### src/sv/assert_macros.svh
// Assertion macros shared by the steering unit RTL.
// Depends on nothing; include by bare file name.
`ifndef ASSERT_MACROS_SVH
`define ASSERT_MACROS_SVH

// Check that cons holds in the same cycle as ante.
`define AST_SAME(lbl, clk, rstn, ante, cons, msg) \
	lbl: assert property (@(posedge clk) disable iff (!rstn) (ante) |-> (cons)) \
		else $error(msg);

// Check that cons holds in the cycle after ante.
`define AST_NEXT(lbl, clk, rstn, ante, cons, msg) \
	lbl: assert property (@(posedge clk) disable iff (!rstn) (ante) |=> (cons)) \
		else $error(msg);

`endif

### src/sv/pts_pkg.sv
// Types, constants, microcode table and helper functions of the steering unit.
// Depends on nothing; used by pivot_then_drive_steering_unit.
package pts_pkg;

	localparam int COUNT_WIDTH = 32;
	localparam int EXT_W       = ((COUNT_WIDTH > 32) ? COUNT_WIDTH : 32) + 1;
	localparam int CFG_IDX_W   = 3;
	localparam int CFG_DATA_W  = 16;
	localparam int PC_W        = 4;
	localparam int DIV_W       = 16;

	localparam logic [7:0] PIVOT_POWER_RST = 8'd50;
	localparam logic [7:0] START_POWER_RST = 8'd50;
	localparam logic [7:0] POWER_STEP_RST  = 8'd5;
	localparam logic [6:0] ANGLE_TOL_RST   = 7'd5;

	typedef enum logic [1:0] {
		PH_DONE  = 2'd0,
		PH_TURN  = 2'd1,
		PH_DRIVE = 2'd2
	} phase_t;

	typedef enum logic [1:0] {
		DIR_HALT = 2'd0,
		DIR_FWD  = 2'd1,
		DIR_BACK = 2'd2
	} dir_t;

	typedef enum logic [CFG_IDX_W-1:0] {
		REG_WHEEL_CIRC  = 3'd0,
		REG_COUNTS_REV  = 3'd1,
		REG_PIVOT_POWER = 3'd2,
		REG_START_POWER = 3'd3,
		REG_POWER_STEP  = 3'd4,
		REG_ANGLE_TOL   = 3'd5
	} cfg_reg_t;

	typedef enum logic [3:0] {
		OP_NOP,
		OP_START_INIT,
		OP_DIV_STEP,
		OP_MUL,
		OP_GOAL,
		OP_START_OUT,
		OP_TURN_CHECK,
		OP_RUN_CMP,
		OP_LEVEL,
		OP_DRIVE_OUT,
		OP_IDLE_OUT,
		OP_HALT_OUT
	} uop_t;

	typedef enum logic [2:0] {
		CND_NEVER,
		CND_ALWAYS,
		CND_DIV_MORE,
		CND_NOT_DRIVE,
		CND_NOT_RUN
	} cond_t;

	typedef struct packed {
		uop_t            op;
		cond_t           cond;
		logic [PC_W-1:0] target;
		logic            fin;
	} ucw_t;

	// Program entry points and jump targets
	localparam logic [PC_W-1:0] S_INIT   = 4'd0;
	localparam logic [PC_W-1:0] S_DIV    = 4'd1;
	localparam logic [PC_W-1:0] S_MUL    = 4'd2;
	localparam logic [PC_W-1:0] S_GOAL   = 4'd3;
	localparam logic [PC_W-1:0] S_OUT    = 4'd4;
	localparam logic [PC_W-1:0] T_CHK    = 4'd5;
	localparam logic [PC_W-1:0] T_ROUTE  = 4'd6;
	localparam logic [PC_W-1:0] D_CMP    = 4'd7;
	localparam logic [PC_W-1:0] D_BR     = 4'd8;
	localparam logic [PC_W-1:0] D_LEV    = 4'd9;
	localparam logic [PC_W-1:0] D_OUT    = 4'd10;
	localparam logic [PC_W-1:0] T_OTHER  = 4'd11;
	localparam logic [PC_W-1:0] D_HALT   = 4'd12;

	function automatic ucw_t ucode(input logic [PC_W-1:0] pc);
		ucw_t w;
		w = '{op: OP_NOP, cond: CND_NEVER, target: S_INIT, fin: 1'b1};
		case (pc)
			S_INIT:  w = '{op: OP_START_INIT, cond: CND_NEVER,     target: S_INIT,  fin: 1'b0};
			S_DIV:   w = '{op: OP_DIV_STEP,   cond: CND_DIV_MORE,  target: S_DIV,   fin: 1'b0};
			S_MUL:   w = '{op: OP_MUL,        cond: CND_NEVER,     target: S_INIT,  fin: 1'b0};
			S_GOAL:  w = '{op: OP_GOAL,       cond: CND_NEVER,     target: S_INIT,  fin: 1'b0};
			S_OUT:   w = '{op: OP_START_OUT,  cond: CND_NEVER,     target: S_INIT,  fin: 1'b1};
			T_CHK:   w = '{op: OP_TURN_CHECK, cond: CND_NEVER,     target: S_INIT,  fin: 1'b0};
			T_ROUTE: w = '{op: OP_NOP,        cond: CND_NOT_DRIVE, target: T_OTHER, fin: 1'b0};
			D_CMP:   w = '{op: OP_RUN_CMP,    cond: CND_NEVER,     target: S_INIT,  fin: 1'b0};
			D_BR:    w = '{op: OP_NOP,        cond: CND_NOT_RUN,   target: D_HALT,  fin: 1'b0};
			D_LEV:   w = '{op: OP_LEVEL,      cond: CND_NEVER,     target: S_INIT,  fin: 1'b0};
			D_OUT:   w = '{op: OP_DRIVE_OUT,  cond: CND_NEVER,     target: S_INIT,  fin: 1'b1};
			T_OTHER: w = '{op: OP_IDLE_OUT,   cond: CND_NEVER,     target: S_INIT,  fin: 1'b1};
			D_HALT:  w = '{op: OP_HALT_OUT,   cond: CND_NEVER,     target: S_INIT,  fin: 1'b1};
			default: w = '{op: OP_NOP,        cond: CND_NEVER,     target: S_INIT,  fin: 1'b1};
		endcase
		return w;
	endfunction

	// Clamp a level that has been moved by one power step to 0..255.
	function automatic logic [7:0] sat_level(input logic signed [9:0] v);
		logic [7:0] r;
		if (v[9])
			r = 8'd0;
		else if (v[8])
			r = 8'd255;
		else
			r = v[7:0];
		return r;
	endfunction

	function automatic logic [7:0] mag8(input logic signed [7:0] v);
		return v[7] ? (~v + 8'd1) : v;
	endfunction

	function automatic logic [COUNT_WIDTH-1:0] mag_cnt(input logic signed [COUNT_WIDTH-1:0] v);
		return v[COUNT_WIDTH-1] ? ((~v) + {{(COUNT_WIDTH-1){1'b0}}, 1'b1}) : v;
	endfunction

	// Add a wheel delta to a total, clamped to the signed count range.
	function automatic logic signed [COUNT_WIDTH-1:0] sat_add(
		input logic signed [COUNT_WIDTH-1:0] t,
		input logic signed [7:0]             d
	);
		logic [COUNT_WIDTH:0]         s;
		logic signed [COUNT_WIDTH-1:0] r;
		s = {t[COUNT_WIDTH-1], t} + {{(COUNT_WIDTH-7){d[7]}}, d};
		if (s[COUNT_WIDTH] != s[COUNT_WIDTH-1])
			r = {s[COUNT_WIDTH], {(COUNT_WIDTH-1){~s[COUNT_WIDTH]}}};
		else
			r = s[COUNT_WIDTH-1:0];
		return r;
	endfunction

endpackage

### src/sv/pivot_then_drive_steering_unit.sv
// Top level of the pivot-then-drive steering unit: microcode sequencer and datapath.
// Depends on pts_pkg and assert_macros.svh.

// A start transaction (op = 1) runs 20 program steps: one setup step, sixteen
// steps of a bit-serial restoring divider that forms distance /
// wheel_circumference, one multiply by counts_per_rev, one saturation step and
// the output step. A tick transaction (op = 0) runs 3 to 6 steps. In either
// case the next transaction can be accepted once the output step has run.
// Turning ticks that stay outside the heading window and ticks while done take
// 3 steps. A driving tick that reaches the goal and halts takes 5. A driving
// tick that keeps going takes 6. The step counter walks a 13-word control
// program; one item is worked on at a time and in_stall is high while it runs.
// A finished result sits in the output register; the next transaction is
// accepted while it waits, and that item holds at its output step until the
// register frees up, which adds the cycles of the output stall. Configuration
// writes are meant for idle periods only.
`include "assert_macros.svh"

module pivot_then_drive_steering_unit (
	input  logic                           clk,
	input  logic                           arst_n,
	// configuration write port
	input  logic                           cfg_we,
	input  logic [pts_pkg::CFG_IDX_W-1:0]  cfg_index,
	input  logic [pts_pkg::CFG_DATA_W-1:0] cfg_data,
	// input channel
	input  logic                           in_valid,
	output logic                           in_stall,
	input  logic                           op,
	input  logic signed [15:0]             distance,
	input  logic signed [8:0]              target_heading,
	input  logic signed [8:0]              heading,
	input  logic signed [7:0]              left_delta,
	input  logic signed [7:0]              right_delta,
	// output channel
	output logic                           out_valid,
	input  logic                           out_stall,
	output logic [1:0]                     left_dir,
	output logic [7:0]                     left_drive,
	output logic [1:0]                     right_dir,
	output logic [7:0]                     right_drive,
	output logic [1:0]                     phase
);

	localparam int CW = pts_pkg::COUNT_WIDTH;

	// configuration registers
	logic [15:0] circ_q, cpr_q;
	logic [7:0]  pivot_pwr_q, start_pwr_q, step_q;
	logic [6:0]  tol_q;

	// sequencer
	logic                     busy_q;
	logic [pts_pkg::PC_W-1:0] pc_q;
	pts_pkg::ucw_t            ucw;
	logic                     in_acc, out_blocked, exec, cond_hit;

	// captured item
	logic signed [15:0] distance_q;
	logic signed [8:0]  target_heading_q, heading_q;
	logic signed [7:0]  left_delta_q, right_delta_q;

	// architectural state
	pts_pkg::phase_t          phase_q;
	logic signed [8:0]        gh_q;
	logic [CW-1:0]            goal_q;
	logic signed [CW-1:0]     lt_q, rt_q;
	logic signed [7:0]        ll_q, rl_q;
	logic [7:0]               lvl_l_q, lvl_r_q;
	logic                     run_q;

	// divider and multiplier working registers
	logic [pts_pkg::DIV_W-1:0] quo_q, rem_q;
	logic [3:0]                cnt_q;
	logic                      neg_q;
	logic [31:0]               prod_q;

	// output register
	logic       out_valid_q;
	logic [1:0] left_dir_q, right_dir_q, phase_out_q;
	logic [7:0] left_drive_q, right_drive_q;

	// combinational datapath terms
	logic [15:0]            divisor, dist_mag;
	logic [16:0]            div_trial, div_diff;
	logic                   div_ge;
	logic [pts_pkg::EXT_W-1:0] prod_ext, goal_lim;
	logic signed [10:0]     win_hi, win_lo, hd_ext;
	logic                   in_win;
	logic [7:0]             la, ra;
	logic signed [9:0]      l_up, l_dn, r_up, r_dn;

	// next output command
	logic [1:0] left_dir_n, right_dir_n, phase_n;
	logic [7:0] left_drive_n, right_drive_n;

	assign in_stall    = busy_q;
	assign in_acc      = in_valid && !busy_q;
	assign out_blocked = out_valid_q && out_stall;
	assign ucw         = pts_pkg::ucode(pc_q);
	// hold an output step while the previous result has not been taken
	assign exec        = busy_q && !(ucw.fin && out_blocked);

	assign out_valid   = out_valid_q;
	assign left_dir    = left_dir_q;
	assign left_drive  = left_drive_q;
	assign right_dir   = right_dir_q;
	assign right_drive = right_drive_q;
	assign phase       = phase_out_q;

	// Configuration writes; indexes beyond the list are dropped.
	always_ff @(posedge clk or negedge arst_n) begin
		if (!arst_n) begin
			circ_q      <= 16'd1;
			cpr_q       <= 16'd1;
			pivot_pwr_q <= pts_pkg::PIVOT_POWER_RST;
			start_pwr_q <= pts_pkg::START_POWER_RST;
			step_q      <= pts_pkg::POWER_STEP_RST;
			tol_q       <= pts_pkg::ANGLE_TOL_RST;
		end else if (cfg_we) begin
			case (cfg_index)
				pts_pkg::REG_WHEEL_CIRC:  circ_q      <= cfg_data;
				pts_pkg::REG_COUNTS_REV:  cpr_q       <= cfg_data;
				pts_pkg::REG_PIVOT_POWER: pivot_pwr_q <= cfg_data[7:0];
				pts_pkg::REG_START_POWER: start_pwr_q <= cfg_data[7:0];
				pts_pkg::REG_POWER_STEP:  step_q      <= cfg_data[7:0];
				pts_pkg::REG_ANGLE_TOL:   tol_q       <= cfg_data[6:0];
				default: ;
			endcase
		end
	end

	// Jump condition of the current control word.
	always_comb begin
		case (ucw.cond)
			pts_pkg::CND_NEVER:     cond_hit = 1'b0;
			pts_pkg::CND_ALWAYS:    cond_hit = 1'b1;
			pts_pkg::CND_DIV_MORE:  cond_hit = (cnt_q != 4'd15);
			pts_pkg::CND_NOT_DRIVE: cond_hit = (phase_q != pts_pkg::PH_DRIVE);
			pts_pkg::CND_NOT_RUN:   cond_hit = !run_q;
			default:                cond_hit = 1'b0;
		endcase
	end

	// Step counter: enter the start or tick program on acceptance, advance or
	// jump while running, drop out after the final step.
	always_ff @(posedge clk or negedge arst_n) begin
		if (!arst_n) begin
			busy_q <= 1'b0;
			pc_q   <= pts_pkg::S_INIT;
		end else if (in_acc) begin
			busy_q <= 1'b1;
			pc_q   <= op ? pts_pkg::S_INIT : pts_pkg::T_CHK;
		end else if (exec) begin
			if (ucw.fin)
				busy_q <= 1'b0;
			pc_q <= cond_hit ? ucw.target : (pc_q + 4'd1);
		end
	end

	// Capture the item fields; they are read by later steps.
	always_ff @(posedge clk) begin
		if (in_acc) begin
			distance_q       <= distance;
			target_heading_q <= target_heading;
			heading_q        <= heading;
			left_delta_q     <= left_delta;
			right_delta_q    <= right_delta;
		end
	end

	// Datapath terms.
	always_comb begin
		divisor   = (circ_q == 16'd0) ? 16'd1 : circ_q;
		dist_mag  = distance_q[15] ? (~distance_q + 16'd1) : distance_q;
		div_trial = {rem_q, quo_q[pts_pkg::DIV_W-1]};
		div_diff  = div_trial - {1'b0, divisor};
		div_ge    = (div_trial >= {1'b0, divisor});
		prod_ext  = {{(pts_pkg::EXT_W-32){1'b0}}, prod_q};
		// limit is the magnitude of the most negative or most positive count
		goal_lim  = {{(pts_pkg::EXT_W-CW){1'b0}}, neg_q, {(CW-1){~neg_q}}};
		hd_ext    = {{2{heading_q[8]}}, heading_q};
		win_hi    = {{2{gh_q[8]}}, gh_q} + {4'd0, tol_q};
		win_lo    = {{2{gh_q[8]}}, gh_q} - {4'd0, tol_q};
		in_win    = (hd_ext > win_lo) && (hd_ext < win_hi);
		la        = pts_pkg::mag8(ll_q);
		ra        = pts_pkg::mag8(rl_q);
		l_up      = {2'b00, lvl_l_q} + {2'b00, step_q};
		l_dn      = {2'b00, lvl_l_q} - {2'b00, step_q};
		r_up      = {2'b00, lvl_r_q} + {2'b00, step_q};
		r_dn      = {2'b00, lvl_r_q} - {2'b00, step_q};
	end

	// Architectural state, driven by the micro-operation of the current step.
	always_ff @(posedge clk or negedge arst_n) begin
		if (!arst_n) begin
			phase_q <= pts_pkg::PH_DONE;
			gh_q    <= 9'sd0;
			goal_q  <= '0;
			lt_q    <= '0;
			rt_q    <= '0;
			ll_q    <= 8'sd0;
			rl_q    <= 8'sd0;
			lvl_l_q <= pts_pkg::START_POWER_RST;
			lvl_r_q <= pts_pkg::START_POWER_RST;
			run_q   <= 1'b0;
		end else if (exec) begin
			case (ucw.op)
				pts_pkg::OP_START_INIT: begin
					gh_q    <= target_heading_q;
					lt_q    <= '0;
					rt_q    <= '0;
					ll_q    <= 8'sd0;
					rl_q    <= 8'sd0;
					lvl_l_q <= start_pwr_q;
					lvl_r_q <= start_pwr_q;
				end
				pts_pkg::OP_GOAL:
					goal_q <= (prod_ext > goal_lim) ? goal_lim[CW-1:0] : prod_ext[CW-1:0];
				pts_pkg::OP_START_OUT:
					phase_q <= (gh_q != 9'sd0) ? pts_pkg::PH_TURN : pts_pkg::PH_DRIVE;
				pts_pkg::OP_TURN_CHECK:
					if (phase_q == pts_pkg::PH_TURN && in_win)
						phase_q <= pts_pkg::PH_DRIVE;
				pts_pkg::OP_RUN_CMP:
					run_q <= (pts_pkg::mag_cnt(rt_q) < goal_q) ||
						(pts_pkg::mag_cnt(lt_q) < goal_q);
				pts_pkg::OP_LEVEL: begin
					// shift power toward the wheel that moved less last tick
					if (la > ra) begin
						lvl_l_q <= pts_pkg::sat_level(l_dn);
						lvl_r_q <= pts_pkg::sat_level(r_up);
					end else if (la < ra) begin
						lvl_l_q <= pts_pkg::sat_level(l_up);
						lvl_r_q <= pts_pkg::sat_level(r_dn);
					end
				end
				pts_pkg::OP_DRIVE_OUT: begin
					lt_q <= pts_pkg::sat_add(lt_q, left_delta_q);
					rt_q <= pts_pkg::sat_add(rt_q, right_delta_q);
					ll_q <= left_delta_q;
					rl_q <= right_delta_q;
				end
				pts_pkg::OP_HALT_OUT:
					phase_q <= pts_pkg::PH_DONE;
				default: ;
			endcase
		end
	end

	// Divider and multiplier working registers.
	always_ff @(posedge clk) begin
		if (exec) begin
			case (ucw.op)
				pts_pkg::OP_START_INIT: begin
					quo_q <= dist_mag;
					rem_q <= '0;
					cnt_q <= 4'd0;
					neg_q <= distance_q[15];
				end
				pts_pkg::OP_DIV_STEP: begin
					rem_q <= div_ge ? div_diff[15:0] : div_trial[15:0];
					quo_q <= {quo_q[pts_pkg::DIV_W-2:0], div_ge};
					cnt_q <= cnt_q + 4'd1;
				end
				pts_pkg::OP_MUL:
					prod_q <= {16'd0, quo_q} * {16'd0, cpr_q};
				default: ;
			endcase
		end
	end

	// Output register: load on the final step of each item, clear when taken.
	always_ff @(posedge clk or negedge arst_n) begin
		if (!arst_n) begin
			out_valid_q <= 1'b0;
		end else if (exec && ucw.fin && ucw.op != pts_pkg::OP_NOP) begin
			out_valid_q <= 1'b1;
		end else if (out_valid_q && !out_stall) begin
			out_valid_q <= 1'b0;
		end
	end

	// Motor command of the final step; default to a halt, the cases override it.
	always_comb begin
		left_dir_n    = pts_pkg::DIR_HALT;
		right_dir_n   = pts_pkg::DIR_HALT;
		left_drive_n  = pivot_pwr_q;
		right_drive_n = pivot_pwr_q;
		phase_n       = pts_pkg::PH_DONE;
		case (ucw.op)
			pts_pkg::OP_START_OUT: begin
				if (gh_q < 9'sd0) begin
					left_dir_n  = pts_pkg::DIR_FWD;
					right_dir_n = pts_pkg::DIR_BACK;
					phase_n     = pts_pkg::PH_TURN;
				end else if (gh_q > 9'sd0) begin
					left_dir_n  = pts_pkg::DIR_BACK;
					right_dir_n = pts_pkg::DIR_FWD;
					phase_n     = pts_pkg::PH_TURN;
				end else begin
					left_dir_n    = pts_pkg::DIR_FWD;
					right_dir_n   = pts_pkg::DIR_FWD;
					left_drive_n  = lvl_l_q;
					right_drive_n = lvl_r_q;
					phase_n       = pts_pkg::PH_DRIVE;
				end
			end
			pts_pkg::OP_DRIVE_OUT: begin
				left_dir_n    = pts_pkg::DIR_FWD;
				right_dir_n   = pts_pkg::DIR_FWD;
				left_drive_n  = lvl_l_q;
				right_drive_n = lvl_r_q;
				phase_n       = pts_pkg::PH_DRIVE;
			end
			pts_pkg::OP_IDLE_OUT: begin
				// repeat the pivot while turning; a tick while done just halts
				phase_n = phase_q;
				if (phase_q == pts_pkg::PH_TURN && gh_q < 9'sd0) begin
					left_dir_n  = pts_pkg::DIR_FWD;
					right_dir_n = pts_pkg::DIR_BACK;
				end else if (phase_q == pts_pkg::PH_TURN && gh_q > 9'sd0) begin
					left_dir_n  = pts_pkg::DIR_BACK;
					right_dir_n = pts_pkg::DIR_FWD;
				end
			end
			default: ;
		endcase
	end

	always_ff @(posedge clk) begin
		if (exec && ucw.fin) begin
			left_dir_q    <= left_dir_n;
			right_dir_q   <= right_dir_n;
			left_drive_q  <= left_drive_n;
			right_drive_q <= right_drive_n;
			phase_out_q   <= phase_n;
		end
	end

	`AST_NEXT(a_accept_starts, clk, arst_n, in_acc, busy_q, "accepted item did not start the program")
	`AST_NEXT(a_emit_holds, clk, arst_n, busy_q && ucw.fin && out_blocked, busy_q && $stable(pc_q), "output step advanced while result was waiting")
	`AST_SAME(a_turn_has_goal, clk, arst_n, phase_q == pts_pkg::PH_TURN && !busy_q, gh_q != 9'sd0, "turning with a zero goal heading")
	`AST_NEXT(a_fin_delivers, clk, arst_n, exec && ucw.fin, out_valid_q && !busy_q, "final step did not load the output register")

endmodule
### config.mk
export PLATFORM = sky130hd
export DESIGN_NAME = pivot_then_drive_steering_unit
export DESIGN_NICKNAME = d
export VERILOG_FILES = /design/src/sv/pts_pkg.sv /design/src/sv/pivot_then_drive_steering_unit.sv
export VERILOG_INCLUDE_DIRS = /design/src /design/src/sv
export SDC_FILE = /design/constraint.sdc
export NUM_CORES = 2
export LEC_CHECK = 0
export ABC_AREA = 1
export ABC_CLOCK_PERIOD_IN_PS = 12800
export BUFFER_PORTS_ARGS = -buffer_cell sky130_fd_sc_hd__buf_2
export CORE_ASPECT_RATIO = 1.75
export CORE_MARGIN = 2
export CORE_UTILIZATION = 60
export CTS_CLUSTER_DIAMETER = 80
export DETAILED_ROUTE_END_ITERATION = 8
export GPL_TIMING_DRIVEN = 0
export MAX_ROUTING_LAYER = met4
export PLACE_DENSITY = 0.77
export SYNTH_ARGS = -nofsm -noshare
export SYNTH_HDL_FRONTEND = slang
export SYNTH_SLANG_ARGS = --single-unit
### constraint.sdc
create_clock -name clk -period 12.8 [get_ports clk]
set_clock_uncertainty 0.15 [all_clocks]
set_input_delay 1.28 -clock clk [delete_from_list [all_inputs] [get_ports clk]]
set_output_delay 1.28 -clock clk [all_outputs]
set_load 0.01 [all_outputs]
# == Yosys cells after proc, flatten, opt, wreduce, memory -nomap -nowiden ==
# Memories as Yosys holds them, arrays and structs flattened.
# Cells that the tools add are included.
# totals
reg_bits,350
romBits,192
n_memories,1
input_bits,75
# mem_list
memory,words,word_bits,rd,rd_ports_with_merged_regs,wr,line,text
(no name shown),16,12,1,0,0,pts_pkg.sv:86,case (pc)
# classes
bitwise,8
n_mux,62
multipliers,1
magnitude_cmp,10
n_addsub,16
eq_ne,27
n_reduce_logical,42
# ops
operator,n
two-way mux 32 bit,5
two-way mux 8 bit,18
one-hot mux 32 bit (2 select lines),2
one-hot mux 8 bit (2 select lines),6
adder 32 x 8 -> 33 bit,2
"adder 32 x 1 -> 32 bit, second input constant",2
less-than comparator 32 bit,2
NOT 32 bit,2
one-hot mux 16 bit (2 select lines),2
two-way mux 16 bit,3
greater-than comparator 32 bit,1
multiplier 16 x 16 -> 32 bit,1
AND reduction 2 bit,13
one-hot mux 2 bit (3 select lines),4
two-way mux 2 bit,10
adder 8 x 8 -> 9 bit,2
subtractor 8 x 8 -> 9 bit,2
greater-or-equal comparator 17 x 16 -> 1 bit,1
"adder 16 x 1 -> 16 bit, second input constant",1
"adder 8 x 1 -> 8 bit, second input constant",2
"== test 4 x 3 -> 1 bit, second input constant",4
"== test 4 bit, second input constant",4
logical NOT 16 bit,1
NOT 16 bit,1
other kinds (36),75

# == Logic depth before layout (Yosys ltp) ==
# depth
ltp_word,7
ltp_mapped,28

# == Least setup slack after synthesis ==
# No wires, ideal clock.
# synth_path
kind,reg2reg
start,register quo_q[5] (netlist name)
end,"register prod_q[28], data pin"
path_stages_with_launch,26
setup_ps,252
arrival_time_ps,5420
required_time_ps,12398
n_path_buf,2
slack_ps,6978
cell_sequence,edfxtp_1 -> clkbuf_1 -> clkbuf_1 -> nand2_1 -> fa_1 -> inv_1 -> fa_1 -> inv_1 -> fa_1 -> inv_1 -> fa_1 -> fa_1 -> inv_1 -> fa_1 -> inv_1 -> ha_1 -> nand2_1 -> inv_1 -> nand2_1 -> nor3_1 -> nand4_1 -> nand3_1 -> a21o_1 -> nand2_1 -> nand3_1 -> nand2_1
# synth_between
elab_chain_cells,1
# synth_lines
item,line,text
"start, declared",pivot_then_drive_steering_unit.sv:73,"logic [pts_pkg::DIV_W-1:0] quo_q, rem_q;"
"start signal, assigned",pivot_then_drive_steering_unit.sv:256,quo_q <= dist_mag;
"start signal, assigned",pivot_then_drive_steering_unit.sv:263,"quo_q <= {quo_q[pts_pkg::DIV_W-2:0], div_ge};"
multiplier 16 x 16 -> 32 bit,pivot_then_drive_steering_unit.sv:267,"prod_q <= {16'd0, quo_q} * {16'd0, cpr_q};"
"end signal, assigned",pivot_then_drive_steering_unit.sv:267,
"end, declared",pivot_then_drive_steering_unit.sv:76,logic [31:0] prod_q;
# No other way between the ends.
# A chain may end at the register's enable or synchronous reset.

# == Final worst setup path ==
# layout_path
start,register cpr_q[9]
end,"register prod_q[28], data pin"
# layout_between
elab_chain_cells,1
# layout_lines
item,line,text
"start, declared",pivot_then_drive_steering_unit.sv:48,"logic [15:0] circ_q, cpr_q;"
"start signal, assigned",pivot_then_drive_steering_unit.sv:123,pts_pkg::REG_COUNTS_REV: cpr_q <= cfg_data;
multiplier 16 x 16 -> 32 bit,pivot_then_drive_steering_unit.sv:267,
# No other way between the ends.

==> out/qor.yml <==
status: "complete, no violations"
rsz0062_at_grt: "false"
synth.cell_area_mm2: 0.0352
reg2reg_depth: 23
drt_iter0_markers: 1662
routed_wl_mm: 97.0
worstSetupEndpointType: "flop"
dp.final_hpwl_mm: 79.6
fmax_ghz: 0.141
drtAntennaViolNets: 0
synth_cell_types: 57
diodes: 0
cts_hold_buf: 0
synth_compound_area_share_pct: 8.63
avgSynthCellArea_um2: 7.39
relSlewSlack_pct: 15.4
crit_fanout: 10
viasPerCell: 5.44
synthMuxAreaShare_pct: 0
endpoint: "prod_q[28]"
yosys_warnings: 0
rows: 117
cts_made_buffers: 36
met1_length_mm: 33.4
ctsResizeCount: 0
die_w_um: 187
synth-xor-area-share_pct: 4.45
syn_nets: 5407
synth-simple-area-share_pct: 25.3
path_class: "flop to flop"
worstPathRequired_ps: 12990
min_period_ps: 7090
seq_area_frac_synth_pct: 26.9
reg2reg_slack_ps: 5710
cts.reportedPaths.clkPinSlew_ps: 70
numPortBuffers: 98
tightestPinTransition_ps: 1270
grt_pass1_wl_mm: 156
syn_inst: 4767
grt-ovfl-total: 0
synth_top_family_by_area: "simple AND/OR/NAND/NOR gates"
clock_sinks: 350
top_layer_used: "met4"
fin_tns_setup_ps: 0
cts_tree: "yes"
post_cts_buffers: 0
wl_met2_mm: 50.4
hold_violations: 0
fin_crit_sh_pct: 55.4
start_util_pct: 60.6
wl_per_cell_um: 17.0
gp_congestion: 1.01
critPathLaunch: "cpr_q[9]"
cap_violations: 0
hold_class: "flop to flop"
start_kind: "flop"
drive_gt1_share_pct: 5.33
core_mm2: 0.0581
boundaryPins: 99
dieHeight_um: 325
async_flop_share_pct: 59.7
nFillCells: 5243
final_max_slew_viol_count: 0
drc: 0
first_global_vias: 31900
arrival_ps: 7280
wl_met3_mm: 3.91
grt_max_degree: 111
htreeDepth: 2
synth_edf_count: 141
setup_violations: 0
clock_path_buffers: 3
clk_latency_ps: 600
antenna_found_initial: 0
synth_top_flop_cell: "dfrtp_1"
yosys_register_bits: 350
synth_fa_ha_area_share_pct: 24.4
grt_use_total_pct: 33.3
r2r-start: "cpr_q[9]"
drt_first_pass_iters: 5
vias: 31100
r2r_end: "prod_q[28]"
dieArea_mm2: 0.0608
cts-root-buf: "clkbuf_16"
synthToLayoutAreaGrowth_pct: 7.94
fin_nets: 5546
==> per-stage QoR <==
step	instance area [µm²]	instances	util, %	setup slack (ps)	hold slack, ps
finish	38000	5706	65.5	5710	290
detailed placement	36800	5641	63.3	5830	278
floorplan	35200	4767	-	6980	268
CTS	38000	5706	65.5	5790	293
global route	38000	5706	65.5	5500	315
global placement	36700	5638	63.2	5830	275
==> cell usage after synthesis, drive strengths merged, types with 8 or more instances <==
library cell,n,area (µm²)
nand3,213,1070
a21oi,233,1180
buf,45,283
inv,784,2950
nand4,45,288
nor2,288,1110
xor2,110,963
xnor2,69,604
dfrtp,191,4780
a21boi,10,78.8
or2,11,68.8
nor3,24,125
nor4,22,144
o21a,10,75.1
a31oi,18,113
o21bai,29,218
ha,362,4530
o21ai,202,1010
edfxtp,141,4230
dfstp,18,473
fa,203,4060
and2,8,50.1
nand3b,29,218
o211ai,25,188
clkbuf,106,398
nand2,1543,5820
==> layout make-up <==
type                       instances  area (µm²)  share of cell area [%]
buffer                           151         681                    1.79
clock buffer                      45         986                    2.59
clock inverter                    20         259                   0.681
inverter                         785        2950                    7.75
multi-input combinational       3481       22200                    58.2
sequential                       350        9490                    24.9
tap                              773         967                    2.54
timing repair buffer             101         568                    1.49
==> flip-flops by register name, summed over array words and instances, names as in the netlist, 9 cells and up <==
name and cells:
gh_q 9, quo_q 16, rt_q 32, rem_q 16, goal_q 32, target_heading_q 9, prod_q 32, circ_q 16
heading_q 9, cpr_q 16, lt_q 32, distance_q 16
==> metal layers <==
layer / global-route usage (%) / up-vias
met5: - / -
met4: 26.3 / 0
met3: 3.48 / 446
met2: 61.2 / 929
met1: 31.3 / 14400
li1: - / 15300
==> cell families (layout without fill, tap and decap cells) <==
family,Yosys count,count (layout)
buffers and inverters,936,1102
AOI/OAI and AO/OA,550,550
adders and majority gates,565,565
xor gates and xnor gates,179,179
and+or+nand+nor,2187,2187
DFF,350,350
==> worst max-delay path: stages, from the launching register on <==
cell      delay (ps)
dfrtp_1          320
clkbuf_1         570
clkbuf_1         540
nand2_1          180
fa_1             570
inv_1             50
fa_1             540
fa_1             460
fa_1             530
fa_1             540
inv_1             50
fa_1             520
inv_1             40
ha_1             370
nand2_1           90
inv_1            100
nand2_1           80
nor3_1           270
nand4_1          150
nand3_1          260
a21o_1           190
nand2_1           80
nand3_1           70
nand2_1           60
==> worst min path at each step <==
stage	to	slack, ps	start	cells after the start
after global placement	gh_q[3]	270	target_heading_q[3]	2
after global routing	gh_q[2]	320	target_heading_q[2]	2
after detailed placement	gh_q[4]	280	target_heading_q[4]	2
final	gh_q[2]	290	target_heading_q[2]	2
after floorplan	gh_q[1]	270	target_heading_q[1]	2
after CTS	gh_q[4]	290	target_heading_q[4]	2
==> cell usage in the layout (no fill, tap or decap), types with 18 or more instances in the layout <==
cell type  count
nor4_1        21
clkbuf_1     111
ha_1         362
o211ai_1      25
nor3_1        23
nand3_1      212
edfxtp_1     141
nor2_1       281
xor2_1       110
xnor2_1       69
clkbuf_16     37
fa_1         203
o21ai_0      200
nand4_1       44
nand2_1     1536
inv_1        774
a21oi_1      229
dfstp_2       18
o21bai_1      29
dfrtp_1      191
a31oi_1       18
nand3b_1      29
buf_2        131
Power is not shown: default switching activity piles up to over one toggle a cycle in this logic, so the estimate is an artifact.
